<file path="config.mk">
export PLATFORM = sky130hd
export DESIGN_NAME = spt_fnv
export DESIGN_NICKNAME = d
export VERILOG_FILES = /design/src/hw/rtl/spt_pkg.sv /design/src/hw/rtl/spt_fnv.sv
export SDC_FILE = /design/constraint.sdc
export NUM_CORES = 1
export LEC_CHECK = 0
export ABC_AREA = 1
export BUFFER_PORTS_ARGS = -buffer_cell sky130_fd_sc_hd__clkbuf_2
export CORE_MARGIN = 4
export CORE_UTILIZATION = 51
export DETAILED_ROUTE_END_ITERATION = 10
export GPL_ROUTABILITY_DRIVEN = 0
export GPL_TIMING_DRIVEN = 0
export HOLD_SLACK_MARGIN = 0.08
export PLACE_DENSITY = 0.76
export SYNTH_ARGS = -nofsm -noshare
export SYNTH_HDL_FRONTEND = slang
export SYNTH_SLANG_ARGS = --single-unit
</file>
<file path="constraint.sdc">
create_clock -name clock -period 11 [get_ports clock]
set_input_delay 0.55 -clock clock [delete_from_list [all_inputs] [get_ports clock]]
set_output_delay 0.55 -clock clock [all_outputs]
set_load 0.02 [all_outputs]
</file>
<file path="src/hw/rtl/spt_pkg.sv">
package spt_pkg;

   // default table dimensions
   localparam int MAX_EXCHANGES_DEF   = 8;
   localparam int MAX_INSTRUMENTS_DEF = 1024;

   // stream widths
   localparam int REQ_DATA_W = 240;
   localparam int REQ_USER_W = 2;
   localparam int RSP_DATA_W = 328;
   localparam int RSP_USER_W = 4;

   // commands
   localparam logic [1:0] CMD_UPDATE   = 2'd0;
   localparam logic [1:0] CMD_QUERY    = 2'd1;
   localparam logic [1:0] CMD_STATS    = 2'd2;
   localparam logic [1:0] CMD_CHECKSUM = 2'd3;

   // result status codes
   localparam logic [3:0] ST_ACCEPTED     = 4'd0;
   localparam logic [3:0] ST_GAP          = 4'd1;
   localparam logic [3:0] ST_DUPLICATE    = 4'd2;
   localparam logic [3:0] ST_STALE        = 4'd3;
   localparam logic [3:0] ST_BAD_EXCHANGE = 4'd4;
   localparam logic [3:0] ST_BAD_INSTR    = 4'd5;
   localparam logic [3:0] ST_BAD_PRICE    = 4'd6;
   localparam logic [3:0] ST_BAD_SEQ      = 4'd7;
   localparam logic [3:0] ST_PRICE        = 4'd8;
   localparam logic [3:0] ST_MISSING      = 4'd9;
   localparam logic [3:0] ST_NOT_FOUND    = 4'd10;
   localparam logic [3:0] ST_COUNTER      = 4'd11;
   localparam logic [3:0] ST_CHECKSUM     = 4'd12;

   // register indexes
   localparam logic [7:0] CSR_EXCHANGES   = 8'd0;
   localparam logic [7:0] CSR_INSTRUMENTS = 8'd1;

   // event counter indexes
   localparam logic [2:0] CNT_RECV  = 3'd0;
   localparam logic [2:0] CNT_ACC   = 3'd1;
   localparam logic [2:0] CNT_DUP   = 3'd2;
   localparam logic [2:0] CNT_STALE = 3'd3;
   localparam logic [2:0] CNT_GAPS  = 3'd4;
   localparam logic [2:0] CNT_MISS  = 3'd5;
   localparam logic [2:0] CNT_INVAL = 3'd6;
   localparam int         NUM_CNT   = 7;

   // fnv-1a: prime is 2^40 + 0x1b3
   localparam logic [63:0] FNV_BASIS       = 64'hcbf29ce484222325;
   localparam logic [8:0]  FNV_PRIME_LO    = 9'h1b3;
   localparam int          FNV_PRIME_SHIFT = 40;

   // hash unit control
   typedef struct packed {
      logic        init;
      logic        start;
      logic [63:0] data;
   } fnv_ctrl_type;

endpackage

</file>
<file path="src/hw/rtl/spt_fnv.sv">
// byte-serial fnv-1a hash unit, one byte a cycle
module spt_fnv import spt_pkg::*; (
   input  logic         clock,
   input  logic         reset,
   input  fnv_ctrl_type ctrl,
   output logic         busy,
   output logic [63:0]  hash
);

   logic [63:0] h_ff, h_in;
   logic [63:0] d_ff, d_in;
   logic [2:0]  cnt_ff, cnt_in;
   logic        busy_ff, busy_in;
   logic [63:0] x;
   logic [63:0] step;

   // one mixing step: xor byte, multiply by prime as shift plus small product
   assign x    = h_ff ^ {56'd0, d_ff[7:0]};
   assign step = (x << FNV_PRIME_SHIFT) + (x * {55'd0, FNV_PRIME_LO});

   always_comb begin
      h_in    = h_ff;
      d_in    = d_ff;
      cnt_in  = cnt_ff;
      busy_in = busy_ff;
      if (ctrl.init) begin
         h_in = FNV_BASIS;
      end
      if (ctrl.start) begin
         d_in    = ctrl.data;
         cnt_in  = 3'd0;
         busy_in = 1'b1;
      end else if (busy_ff) begin
         h_in   = step;
         d_in   = d_ff >> 8;
         cnt_in = cnt_ff + 3'd1;
         if (cnt_ff == 3'd7) begin
            busy_in = 1'b0;
         end
      end
   end

   always_ff @(posedge clock) begin
      if (reset) begin
         busy_ff <= 1'b0;
         cnt_ff  <= 3'd0;
      end else begin
         busy_ff <= busy_in;
         cnt_ff  <= cnt_in;
      end
   end

   // payload
   always_ff @(posedge clock) begin
      h_ff <= h_in;
      d_ff <= d_in;
   end

   assign busy = busy_ff;
   assign hash = h_ff;

endmodule

</file>
**Word-level counts from Yosys, hierarchy flattened**

Index checks and enable logic that the tools add are counted.

- Bits in registers: 132
- Latch bits: 0
- Bits in writable memories: 0
- Memory bits (read-only): 0
- Input bits: 68
- Output and inout bits: 65
- Word-level logic and storage cells: 19
- Memories kept: 0

- Add/sub/neg operators: 2
- Multiply operators: 1
- Divide/modulo/power cells: 0
- Order comparisons: 0
- Equality and inequality tests: 1
- Shift-type cells: 0
- Muxes and demuxes: 8
- Bitwise logic cells: 1
- Reductions and logical operators: 2

Operators by type and width:

| cell | number |
|---|---|
| $mux 64 | 5 |
| $add 64x64->64 | 1 |
| $mul 64x9->64 const B | 1 |
| $xor 64x8->64 | 1 |
| $add 3x1->3 const B | 1 |
| $eq 3x3->1 const B | 1 |
| $mux 1 | 3 |
| $reduce_bool 2->1 | 1 |
| $reduce_or 2->1 | 1 |

**Longest topological paths before layout**

Gate-level depths: netlist of run 1.

- Word-level depth: 5
- Gate-level depth with buffers: 27
- Gate-level depth less buffers: 26

**Worst setup path after synthesis of run 1**

Ideal clock, no wire load.

- Path kind: register to register
- From: register h_ff[7], in the netlist hash[7]
- To: register h_ff[37], in the netlist hash[37]
- Setup time: 109 ps
- Arrival: 4,316 ps
- Required time: 10,891 ps
- Slack: 6,575 ps
- Stages on the path, launching flop included: 28
- Path buffers: 1
- Clock period less this slack: 4,425 ps
- Cells stage by stage: dfxtp_1 xnor2_1 inv_1 ha_1 clkbuf_1 xor2_1 ha_1 o21bai_1 fa_1 inv_1 fa_1 inv_1 ha_1 ha_1 nand2_2 inv_1 nand2_1 nand2_1 a21oi_1 nand2_2 nand2_2 nand2_2 nand2_2 nand2_1 nand2_1 nand3_1 nand2_1 inv_1

- Word-level cells in the longest chain between the ends: 5

RTL lines:

| item | RTL line | source |
|---|---|---|
| start, declared | spt_fnv.sv:10 | `logic [63:0] h_ff, h_in;` |
| start signal, assigned | spt_fnv.sv:55 | `h_ff <= h_in;` |
| $xor 64x8->64 | spt_fnv.sv:18 | `assign x = h_ff ^ {56'd0, d_ff[7:0]};` |
| $mul 64x9->64 | spt_fnv.sv:19 | `assign step = (x << FNV_PRIME_SHIFT) + (x * {55'd0, FNV_PRIME_LO});` |
| $add 64x64->64 | spt_fnv.sv:19 |  |
| $mux 64 | spt_fnv.sv:33 | `end else if (busy_ff) begin` |
| $mux 64 | spt_fnv.sv:29 | `if (ctrl.start) begin` |
| named net h_in[37] | spt_fnv.sv:10 |  |

The timed path passes the listed nets, and every way through them passes these cells.
A chain may end at the register's enable or synchronous reset.

**Worst setup path in the final report of run 1**

- From: register d_ff[2]
- To: register h_ff[52], in the netlist hash[52]

- Word-level cells in the longest chain between the ends: 5

RTL lines:

| item | RTL line | source |
|---|---|---|
| start, declared | spt_fnv.sv:11 | `logic [63:0] d_ff, d_in;` |
| start signal, assigned | spt_fnv.sv:56 | `d_ff <= d_in;` |
| $xor 64x8->64 * | spt_fnv.sv:18 |  |
| $mul 64x9->64 | spt_fnv.sv:19 |  |
| $add 64x64->64 * | spt_fnv.sv:19 |  |
| $mux 64 * | spt_fnv.sv:33 |  |
| $mux 64 * | spt_fnv.sv:29 |  |
| named net h_in[52] | spt_fnv.sv:10 |  |

The timed path passes the listed nets; every way through them passes the cells marked *.

==> results of run 1 <==
-- cells by family (layout without fill, tap and decap cells) --
family,Yosys count,count (layout),share of synthesized area
adders and majority gates,408,408,0.3539
AOI/OAI and AO/OA,194,194,0.05851
DFF,132,132,0.1739
xor gates and xnor gates,83,83,0.03850
buffers and inverters,766,931,0.1526
and+or+nand+nor,1010,1010,0.2226
-- worst max-delay path, stage by stage (launching register included) --
cell,delay [ns]
edfxtp_1,0.39
xnor2_1,0.75
inv_1,0.18
ha_1,0.38
xor2_1,0.20
ha_1,0.20
or2_2,0.30
fa_1,0.53
fa_1,0.46
ha_1,0.30
ha_1,0.36
nand2_1,0.14
nor2_1,0.24
nand3_1,0.18
nand2_2,0.16
nand2_1,0.08
nand2_2,0.12
nand3_1,0.18
nand4_1,0.14
nand3_1,0.16
nand2_1,0.11
inv_1,0.04
-- worst max-delay path by stage --
stage,endpoint,start,slack (ns)
CTS,hash[52],d_ff[2],5.44
floorplan,hash[37],hash[7],6.57
global placement,hash[52],d_ff[2],5.47
finish,hash[52],d_ff[2],5.30
detailed placement,hash[52],d_ff[2],5.47
global route,hash[54],d_ff[7],5.05
-- state kept, by name (all words and copies together) (netlist names) --
signal and flops:
hash 64, cnt_ff 3, busy 1, d_ff 64
-- through the flow --
step | instances | util | area, sq um | hold WS, ns | setup WS (ns)
finish | 3226 | 0.5697 | 20810 | 0.2600 | 5.304
CTS | 3226 | 0.5697 | 20810 | 0.2543 | 5.444
detailed placement | 3194 | 0.5517 | 20150 | 0.4806 | 5.466
floorplan | 2593 | - | 18880 | 0.4411 | 6.575
global placement | 3193 | 0.5511 | 20130 | 0.4481 | 5.475
global route | 3226 | 0.5697 | 20810 | 0.2700 | 5.053
-- final cells by class --
cell class	instances	area [sq um]	share of cell area
buffer	26	103.9	0.004991
clock buffer	17	425.4	0.02045
clock inverter	15	232.7	0.01119
inverter	740	2778	0.1335
multi-input combinational	1695	12720	0.6112
sequential	132	3283	0.1578
tap	468	585.6	0.02814
timing repair buffer	133	680.7	0.03271
-- layout by cell type (no fill, tap or decap), drive strengths merged --
master,instances
a21o,3
buf,11
a21oi,83
nor4,1
nand2,746
clkbuf,165
nor3,14
nand3,91
edfxtp,64
inv,747
and2,2
ha,198
dfxtp,68
xor2,46
o22ai,31
a21boi,3
bufinv,3
a211oi,1
o21ai,46
or2,19
fa,210
xnor2,37
nand4,19
o32ai,1
o21bai,22
clkinv,5
and3,1
a22o,4
nand3b,4
nor2,113
-- metal layers --
metal,up-vias,part of all wire,global-route usage
met5,-,0,0
met4,0,0.053,0.1276
met3,156,0.090,0.05816
met2,727,0.45,0.4404
met1,7822,0.40,0.3461
li1,8042,-,-
==> results.sh, run 1 <==
export IMPL_timing_final_hold_violations=0
export IMPL_edff_count_synth=64
export IMPL_hold_path_end="busy"
export IMPL_clock_insertion_delay_worst_skew_ns=0.45
export IMPL_final_layout_size_suffix_gt1_frac=0.08666
export IMPL_hold_path_startpoint="reset"
export IMPL_layout_area_overhead_vs_synth_pct=10.19
export IMPL_clock_tree_root_buffer_cell="clkbuf_16"
export IMPL_r2r_worst_path_cells=21
export IMPL_postSynth_topFlopCell="dfxtp_1"
export IMPL_coreArea_sq_um=36520
export IMPL_cp_data_arrival_time_ns=6.04
export IMPL_placement_io_buffers=132
export IMPL_worst_pin_slew_ns=1.047
export IMPL_worst_slew_margin_rel=0.2967
export IMPL_finalClockSkew_ns=0.01725
export IMPL_grt_use_total=0.2705
export IMPL_synth_top_cell_area_share=0.2226
export IMPL_hold_buffers=0
export IMPL_num_vias=16750
export IMPL_outcome="finished clean"
export IMPL_boundaryPins=133
export IMPL_drc=0
export IMPL_cts_buffers_inserted=17
export IMPL_synth_most_common_cell="inv_1"
export IMPL_postCtsSetupRepairBufs=0
export IMPL_globalRouteOverflowTotal=0
export IMPL_synthesis_nets=3069
export IMPL_detail_route_first_pass_iterations=8
export IMPL_post_synth_instance_area_sq_um=18880
export IMPL_post_synth_most_frequent_cells="738 x inv_1, 725 x nand2_1, 210 x fa_1"
export IMPL_avgSynthCellArea_sq_um=7.282
export IMPL_slew_violations=0
export IMPL_nature_of_the_critical_path_endpoint="register"
export IMPL_route_antenna_remaining_nets=0
export IMPL_setup_violations_final=0
export IMPL_final_layout_setup_total_negative_slack_ns=0
export IMPL_min_path_type="input pin to register"
export IMPL_cap_violations=0
export IMPL_synthTopCellsByArea="fa_1 22%, inv_1 15%, nand2_1 14%"
export IMPL_postSynthCellCount=2593
export IMPL_cts_resized_gates=0
export IMPL_first_global_vias=17080
export IMPL_clock_tree_from_tritoncts="yes"
export IMPL_r2r_setup_slack_ns=5.30
export IMPL_initial_antenna_violation_count=0
export IMPL_critPathMaxFanout=5
export IMPL_htree_levels=4
export IMPL_critical_path_required_ns=11.35
export IMPL_r2r_end="hash[52]"
export IMPL_grt_pass1_wl_um=87320
export IMPL_floorplan_die_width_um=200.4
export IMPL_synth_largest_area_cell="fa_1"
export IMPL_grt_max_degree=39
export IMPL_drt_wirelength_per_cell_um=16.85
export IMPL_num_antenna_cells=0
export IMPL_critical_path_startpoint_type="register"
export IMPL_dpl_hpwl_um=46460
export IMPL_initial_utilization=0.5170
export IMPL_async_reset_ff_frac=0
export IMPL_worst_hold_path_num_cells=2
export IMPL_netlist_cell_type_count=42
export IMPL_rsz_0062_raised_after_global_routing="false"
export IMPL_placementRows=70
export IMPL_num_fill_cells=3375
export IMPL_numClockSinks=132
export IMPL_finalNetCount=3221
export IMPL_period_needed_ns=5.696
export IMPL_finalWirelength_um=54350
export IMPL_yosysSeqAreaShare=0.1739
export IMPL_die_height_um=200.4
export IMPL_number_of_synthesis_warnings=0
export IMPL_detail_route_iter0_violations=1562
export IMPL_design_die_area_sq_um=40170
export IMPL_clk_path_buf_depth=2
export IMPL_timing_worst_setup_path_type="register to register"
export IMPL_final_min_period_over_clock_period=0.5178
export IMPL_synth_seq_cells=132
export IMPL_max_freq_mhz=175.6
export IMPL_avgViaCountPerCell=5.191
export IMPL_clkSlewWorstSetupHoldPaths_ns=0.08
export IMPL_r2r_start="d_ff[2]"
Power of run 1 is not shown: default switching activity piles up to over one toggle a cycle in this logic, so the estimate is an artifact.
==> run 2: changes to the inputs <==
ABC_AREA = 0   (was 1)
PLACE_DENSITY = 0.79   (was 0.76)
clock period = 4.6 ns   (was 11 ns; I/O delays follow)
==> results.sh, run 2 <==
export IMPL_number_of_synthesis_warnings=0
export IMPL_synth_simple_area_share=0.06792
export IMPL_postSynthCellCount=1787
export IMPL_globalRouteOverflowTotal=0
export IMPL_floorplan_die_width_um=189.9
export IMPL_numClockSinks=132
export IMPL_htree_levels=4
export IMPL_final_setup_worst_slack_ns=-0.8182
export IMPL_min_path_type="input pin to register"
export IMPL_synth_mux_area_frac=0.03915
export IMPL_r2r_start="d_ff[6]"
export IMPL_async_reset_ff_frac=0
export IMPL_crit_start="d_ff[6]"
export IMPL_cp_data_arrival_time_ns=5.70
export IMPL_clock_insertion_delay_worst_skew_ns=0.43
export IMPL_timing_critical_path_cells="xor2_2, ha_4, xor2_1, ha_2, a21o_1, fa_1, fa_1, ha_4, ha_4, a211o_1, a21oi_2, o211ai_1, o2111ai_2, nand4_1, a211oi_2, o311ai_2, a31oi_1, xor2_1, o21ai_1"
export IMPL_first_global_vias=15000
export IMPL_worst_pin_slew_ns=0.8565
export IMPL_finalWirelength_um=50440
export IMPL_combinational_family_with_the_most_area_after_synthesis="adder cells"
export IMPL_grt_pass1_wl_um=78670
export IMPL_finalClockSkew_ns=0.01117
export IMPL_placementRows=66
export IMPL_r2r_setup_slack_ns=-0.82
export IMPL_parity_gate_share_of_the_synthesized_area_counting_xor_and_xnor_cells=0.06748
export IMPL_detail_route_iter0_violations=1324
export IMPL_layout_cells_most_common="inv_1"
export IMPL_synth_compound_area_frac=0.1235
export IMPL_num_vias=14090
export IMPL_clkSlewWorstSetupHoldPaths_ns=0.06
export IMPL_synth_most_common_cell="inv_1"
export IMPL_period_needed_ns=5.418
export IMPL_boundaryPins=133
export IMPL_yosysSeqAreaShare=0.1946
export IMPL_instances_no_fill=2459
export IMPL_post_synth_instance_area_sq_um=16870
export IMPL_cp_common_cell="ha_4"
export IMPL_final_min_period_over_clock_period=1.178
export IMPL_violations="negative setup slack"
export IMPL_finalNetCount=2480
export IMPL_critical_path_required_ns=4.88
export IMPL_outcome="finished, violations left"
export IMPL_drt_wirelength_per_cell_um=20.51
export IMPL_synth_top_cell_area_share=0.2491
export IMPL_design_die_area_sq_um=36060
export IMPL_detail_route_first_pass_iterations=6
export IMPL_max_freq_mhz=184.6
export IMPL_initial_utilization=0.5173
export IMPL_cts_buffers_inserted=17
export IMPL_grt_max_degree=65
export IMPL_setup_violations_final=47
export IMPL_r2r_worst_path_cells=19
export IMPL_rsz_0062_raised_after_global_routing="true"
export IMPL_critPathMaxFanout=3
export IMPL_clock_tree_from_tritoncts="yes"
export IMPL_clk_path_buf_depth=2
export IMPL_netlist_cell_type_count=63
export IMPL_nature_of_the_critical_path_endpoint="register"
export IMPL_synth_seq_cells=132
export IMPL_drc=0
export IMPL_clock_tree_root_buffer_cell="clkbuf_16"
export IMPL_postSynth_topFlopCell="dfxtp_1"
export IMPL_final_layout_size_suffix_gt1_frac=0.2771
export IMPL_grt_use_total=0.2735
export IMPL_post_synth_most_frequent_cells="439 x inv_1, 210 x fa_1, 198 x ha_1"
export IMPL_avgSynthCellArea_sq_um=9.442
export IMPL_critical_path_startpoint_type="register"
export IMPL_synthAdderAreaFrac=0.3960
export IMPL_worst_slew_margin_rel=0.4290
export IMPL_num_antenna_cells=0
export IMPL_avgViaCountPerCell=5.732
export IMPL_timing_final_hold_violations=0
export IMPL_r2r_end="hash[61]"
export IMPL_placement_io_buffers=131
export IMPL_placedCellCount=2360
export IMPL_route_antenna_remaining_nets=0
export IMPL_cpMaxStageDelayCell="fa_1"
export IMPL_fin_hold_ws_ns=0.08923
export IMPL_edff_count_synth=64
export IMPL_cap_violations=0
export IMPL_die_height_um=189.9
export IMPL_slew_violations=0
export IMPL_worst_setup_path_endpoint="hash[61]"
export IMPL_hold_path_startpoint="ctrl[58]"
export IMPL_initial_antenna_violation_count=0
export IMPL_timing_worst_setup_path_type="register to register"
export IMPL_synthesis_nets=2263
export IMPL_coreArea_sq_um=32620
export IMPL_layout_area_overhead_vs_synth_pct=23.36
export IMPL_dpl_hpwl_um=37080
export IMPL_mostFrequentLayoutCells="429 x inv_1, 208 x fa_1, 134 x clkbuf_2"
export IMPL_synth_largest_area_cell="fa_1"
export IMPL_slowest_delay_ns=0.53
export IMPL_synthTopCellsByArea="fa_1 25%, ha_1 15%, edfxtp_1 11%"
run 2: kinds of logic (layout without fill, tap and decap cells):
group                    count (synthesis)  count (layout)
buffers and inverters                  498             728
adder cells (fa/ha/maj)                408             408
AO/OA/AOI/OAI                          331             331
AND/OR/NAND/NOR                        229             229
flip-flops                             132             132
XOR/XNOR                               130             130
multiplexers                            59              59
run 2: through the flow:
step                      instance area [sq um]  setup WS, ns  TNS, ns    util
final                                     20820       -0.8182   -19.12  0.6382
after global routing                      20820       -0.9125   -25.08  0.6382
after CTS                                 20400       -0.6788   -13.74  0.6254
after detailed placement                  18420        -1.290   -36.61  0.5648
after global placement                    18420        -1.133   -32.27  0.5648
after floorplan                           17210       -0.2895   -2.003       -
run 2: worst max-delay path, delay by kind of cell (launching register included):
| kind | cells | cell delay (ns) |
|---|---|---|
| fa+ha+maj | 6 | 1.94 |
| flops | 1 | 0.45 |
| xor+xnor | 3 | 0.68 |
| simple gates | 1 | 0.28 |
| compound gates | 9 | 1.92 |
run 2: worst min-delay path by stage:
stage | endpoint | slack (ns) | cells after the start
2_1_floorplan | busy | 0.30 | 1
3_3_place_gp | cnt_ff[0] | 0.45 | 2
3_5_place_dp | cnt_ff[2] | 0.46 | 2
4_1_cts | d_ff[56] | 0.08 | 2
5_1_grt | d_ff[37] | 0.10 | 2
6_report | d_ff[58] | 0.09 | 2
run 2: layout make-up:
type | instances | area, sq um
plain buffers | 44 | 190.2
clock buffers | 20 | 456.7
clock inverters | 12 | 165.2
fillers | 2381 | 11800
inverters | 439 | 1650
multi-input cells | 1157 | 13110
flip-flops and latches | 132 | 3369
well taps | 442 | 553.0
repair buffers | 213 | 1326
run 2: routing by layer:
layer  up-vias  share of wire  GRT usage
li1       6195              -          -
met1      6856           0.37     0.3278
met2       782           0.48     0.4637
met3       261          0.087    0.06073
met4         0          0.068     0.1397
met5         -              0          0
run 2: timing repair:
action                                  in CTS  in global routing
hold endpoints to repair                     5                  0
hold buffers                                 2                  0
endpoints found under the setup margin      50                 48
pin swaps                                   89                 64
gates resized for setup                    197                 83
buffers inserted                            69                 20
Power of run 2 is left out for the same reason.
==> run 3: changes to the inputs <==
ABC_AREA = default   (was 0)
MAX_ROUTING_LAYER = met4   (was default)
==> results.sh, run 3 (same netlist as run 2, synthesis figures left out) <==
export IMPL_clock_tree_from_tritoncts="yes"
export IMPL_slowest_delay_ns=0.51
export IMPL_layout_cells_most_common="inv_1"
export IMPL_worst_pin_slew_ns=0.8662
export IMPL_finalWirelength_um=51920
export IMPL_placement_io_buffers=131
export IMPL_num_fill_cells=2304
export IMPL_timing_final_hold_violations=0
export IMPL_initial_utilization=0.5173
export IMPL_critical_path_startpoint_type="register"
export IMPL_multiInputGateArea_sq_um=13370
export IMPL_rsz_0062_raised_after_global_routing="true"
export IMPL_final_setup_worst_slack_ns=-0.8041
export IMPL_cts_buffers_inserted=17
export IMPL_globalRouteOverflowTotal=0
export IMPL_period_needed_ns=5.404
export IMPL_timing_critical_path_cells="xor2_4, ha_4, xor2_1, ha_2, a21o_1, fa_1, inv_1, fa_1, inv_1, ha_1, ha_2, clkbuf_8, buf_4, o211ai_1, o21bai_1, nand2_1, a21oi_4, o211ai_4, buf_6, a211oi_4, o21ai_2, and3_1, o31ai_1"
export IMPL_outcome="finished, violations left"
export IMPL_violations="negative setup slack"
export IMPL_hold_path_startpoint="ctrl[58]"
export IMPL_cap_violations=0
export IMPL_critical_path_required_ns=4.90
export IMPL_min_path_type="input pin to register"
export IMPL_critPathMaxFanout=4
export IMPL_timing_critical_path_buf_inv=5
export IMPL_r2r_start="d_ff[7]"
export IMPL_ff_latch_area_sq_um=3378
export IMPL_boundaryPins=133
export IMPL_mostFrequentLayoutCells="428 x inv_1, 207 x fa_1, 131 x clkbuf_2"
export IMPL_nature_of_the_critical_path_endpoint="register"
export IMPL_design_die_area_sq_um=36060
export IMPL_max_freq_mhz=185.0
export IMPL_final_min_period_over_clock_period=1.175
export IMPL_layout_area_overhead_vs_synth_pct=25.31
export IMPL_die_height_um=189.9
export IMPL_route_antenna_remaining_nets=0
export IMPL_first_global_vias=15000
export IMPL_worst_slew_margin_rel=0.4225
export IMPL_placementRows=66
export IMPL_clkSlewWorstSetupHoldPaths_ns=0.06
export IMPL_cpMaxStageDelayCell="fa_1"
export IMPL_clk_path_buf_depth=2
export IMPL_grt_use_total=0.2816
export IMPL_grt_max_degree=65
export IMPL_finalNetCount=2487
export IMPL_numClockSinks=132
export IMPL_crit_family="adder cells"
export IMPL_finalClockSkew_ns=0.01342
export IMPL_clock_insertion_delay_worst_skew_ns=0.43
export IMPL_drt_wirelength_per_cell_um=21.05
export IMPL_detail_route_iter0_violations=1409
export IMPL_num_vias=14370
export IMPL_final_layout_setup_total_negative_slack_ns=-18.37
export IMPL_initial_antenna_violation_count=0
export IMPL_num_antenna_cells=0
export IMPL_floorplan_die_width_um=189.9
export IMPL_detail_route_first_pass_iterations=10
export IMPL_timing_worst_setup_path_type="register to register"
export IMPL_dpl_hpwl_um=37080
export IMPL_htree_levels=4
export IMPL_layout_cell_area_non_filler_sq_um=21140
export IMPL_clock_tree_root_buffer_cell="clkbuf_16"
export IMPL_final_layout_size_suffix_gt1_frac=0.2910
export IMPL_finish_utilization=0.6482
export IMPL_crit_start="d_ff[7]"
export IMPL_setup_violations_final=46
export IMPL_grt_pass1_wl_um=78650
export IMPL_cp_data_arrival_time_ns=5.71
export IMPL_drc=0
export IMPL_coreArea_sq_um=32620
export IMPL_avgViaCountPerCell=5.828
export IMPL_slew_violations=0
export IMPL_post_dp_cell_area_sq_um=18420
-- run 3: cell type report --
| class | instances | share of cell area |
|---|---|---|
| plain buffers | 43 | 0.008995 |
| clock buffers | 20 | 0.02160 |
| clock inverters | 12 | 0.007811 |
| inverters | 439 | 0.07805 |
| multi-input cells | 1157 | 0.6321 |
| flip-flops and latches | 132 | 0.1598 |
| well taps | 442 | 0.02616 |
| repair buffers | 221 | 0.06551 |
-- run 3: metrics by stage --
stage	setup WS [ns]	cells	hold WS, ns
floorplan	-0.2895	1787	0.3024
global placement	-1.133	2360	0.4460
detailed placement	-1.290	2360	0.4582
CTS	-0.6788	2449	0.08215
global route	-0.9154	2466	0.1026
finish	-0.8041	2466	0.08670
-- run 3: final timing paths --
check / end / slack [ns] / depth (start not counted)
hold reg to reg: hash[6] / 0.52 / 2
setup / recovery: hash[48] / -0.80 / 23
hold / removal: d_ff[58] / 0.09 / 2
setup reg to reg: hash[48] / -0.80 / 23
-- run 3: metal layers --
layer | vias up | track usage | share of wire
met5 | - | - | 0
met4 | 0 | 0.1402 | 0.076
met3 | 357 | 0.06128 | 0.092
met2 | 894 | 0.4636 | 0.47
met1 | 6914 | 0.3274 | 0.36
li1 | 6206 | - | -
-- run 3: timing repair --
action,CTS,global route
hold buffers,2,0
setup buffers,69,31
resized for setup,197,136
setup endpoints to repair,50,48
endpoints found under the hold margin,5,0
cloned,0,0
pin swaps,89,85
Power of run 3 is left out for the same reason.
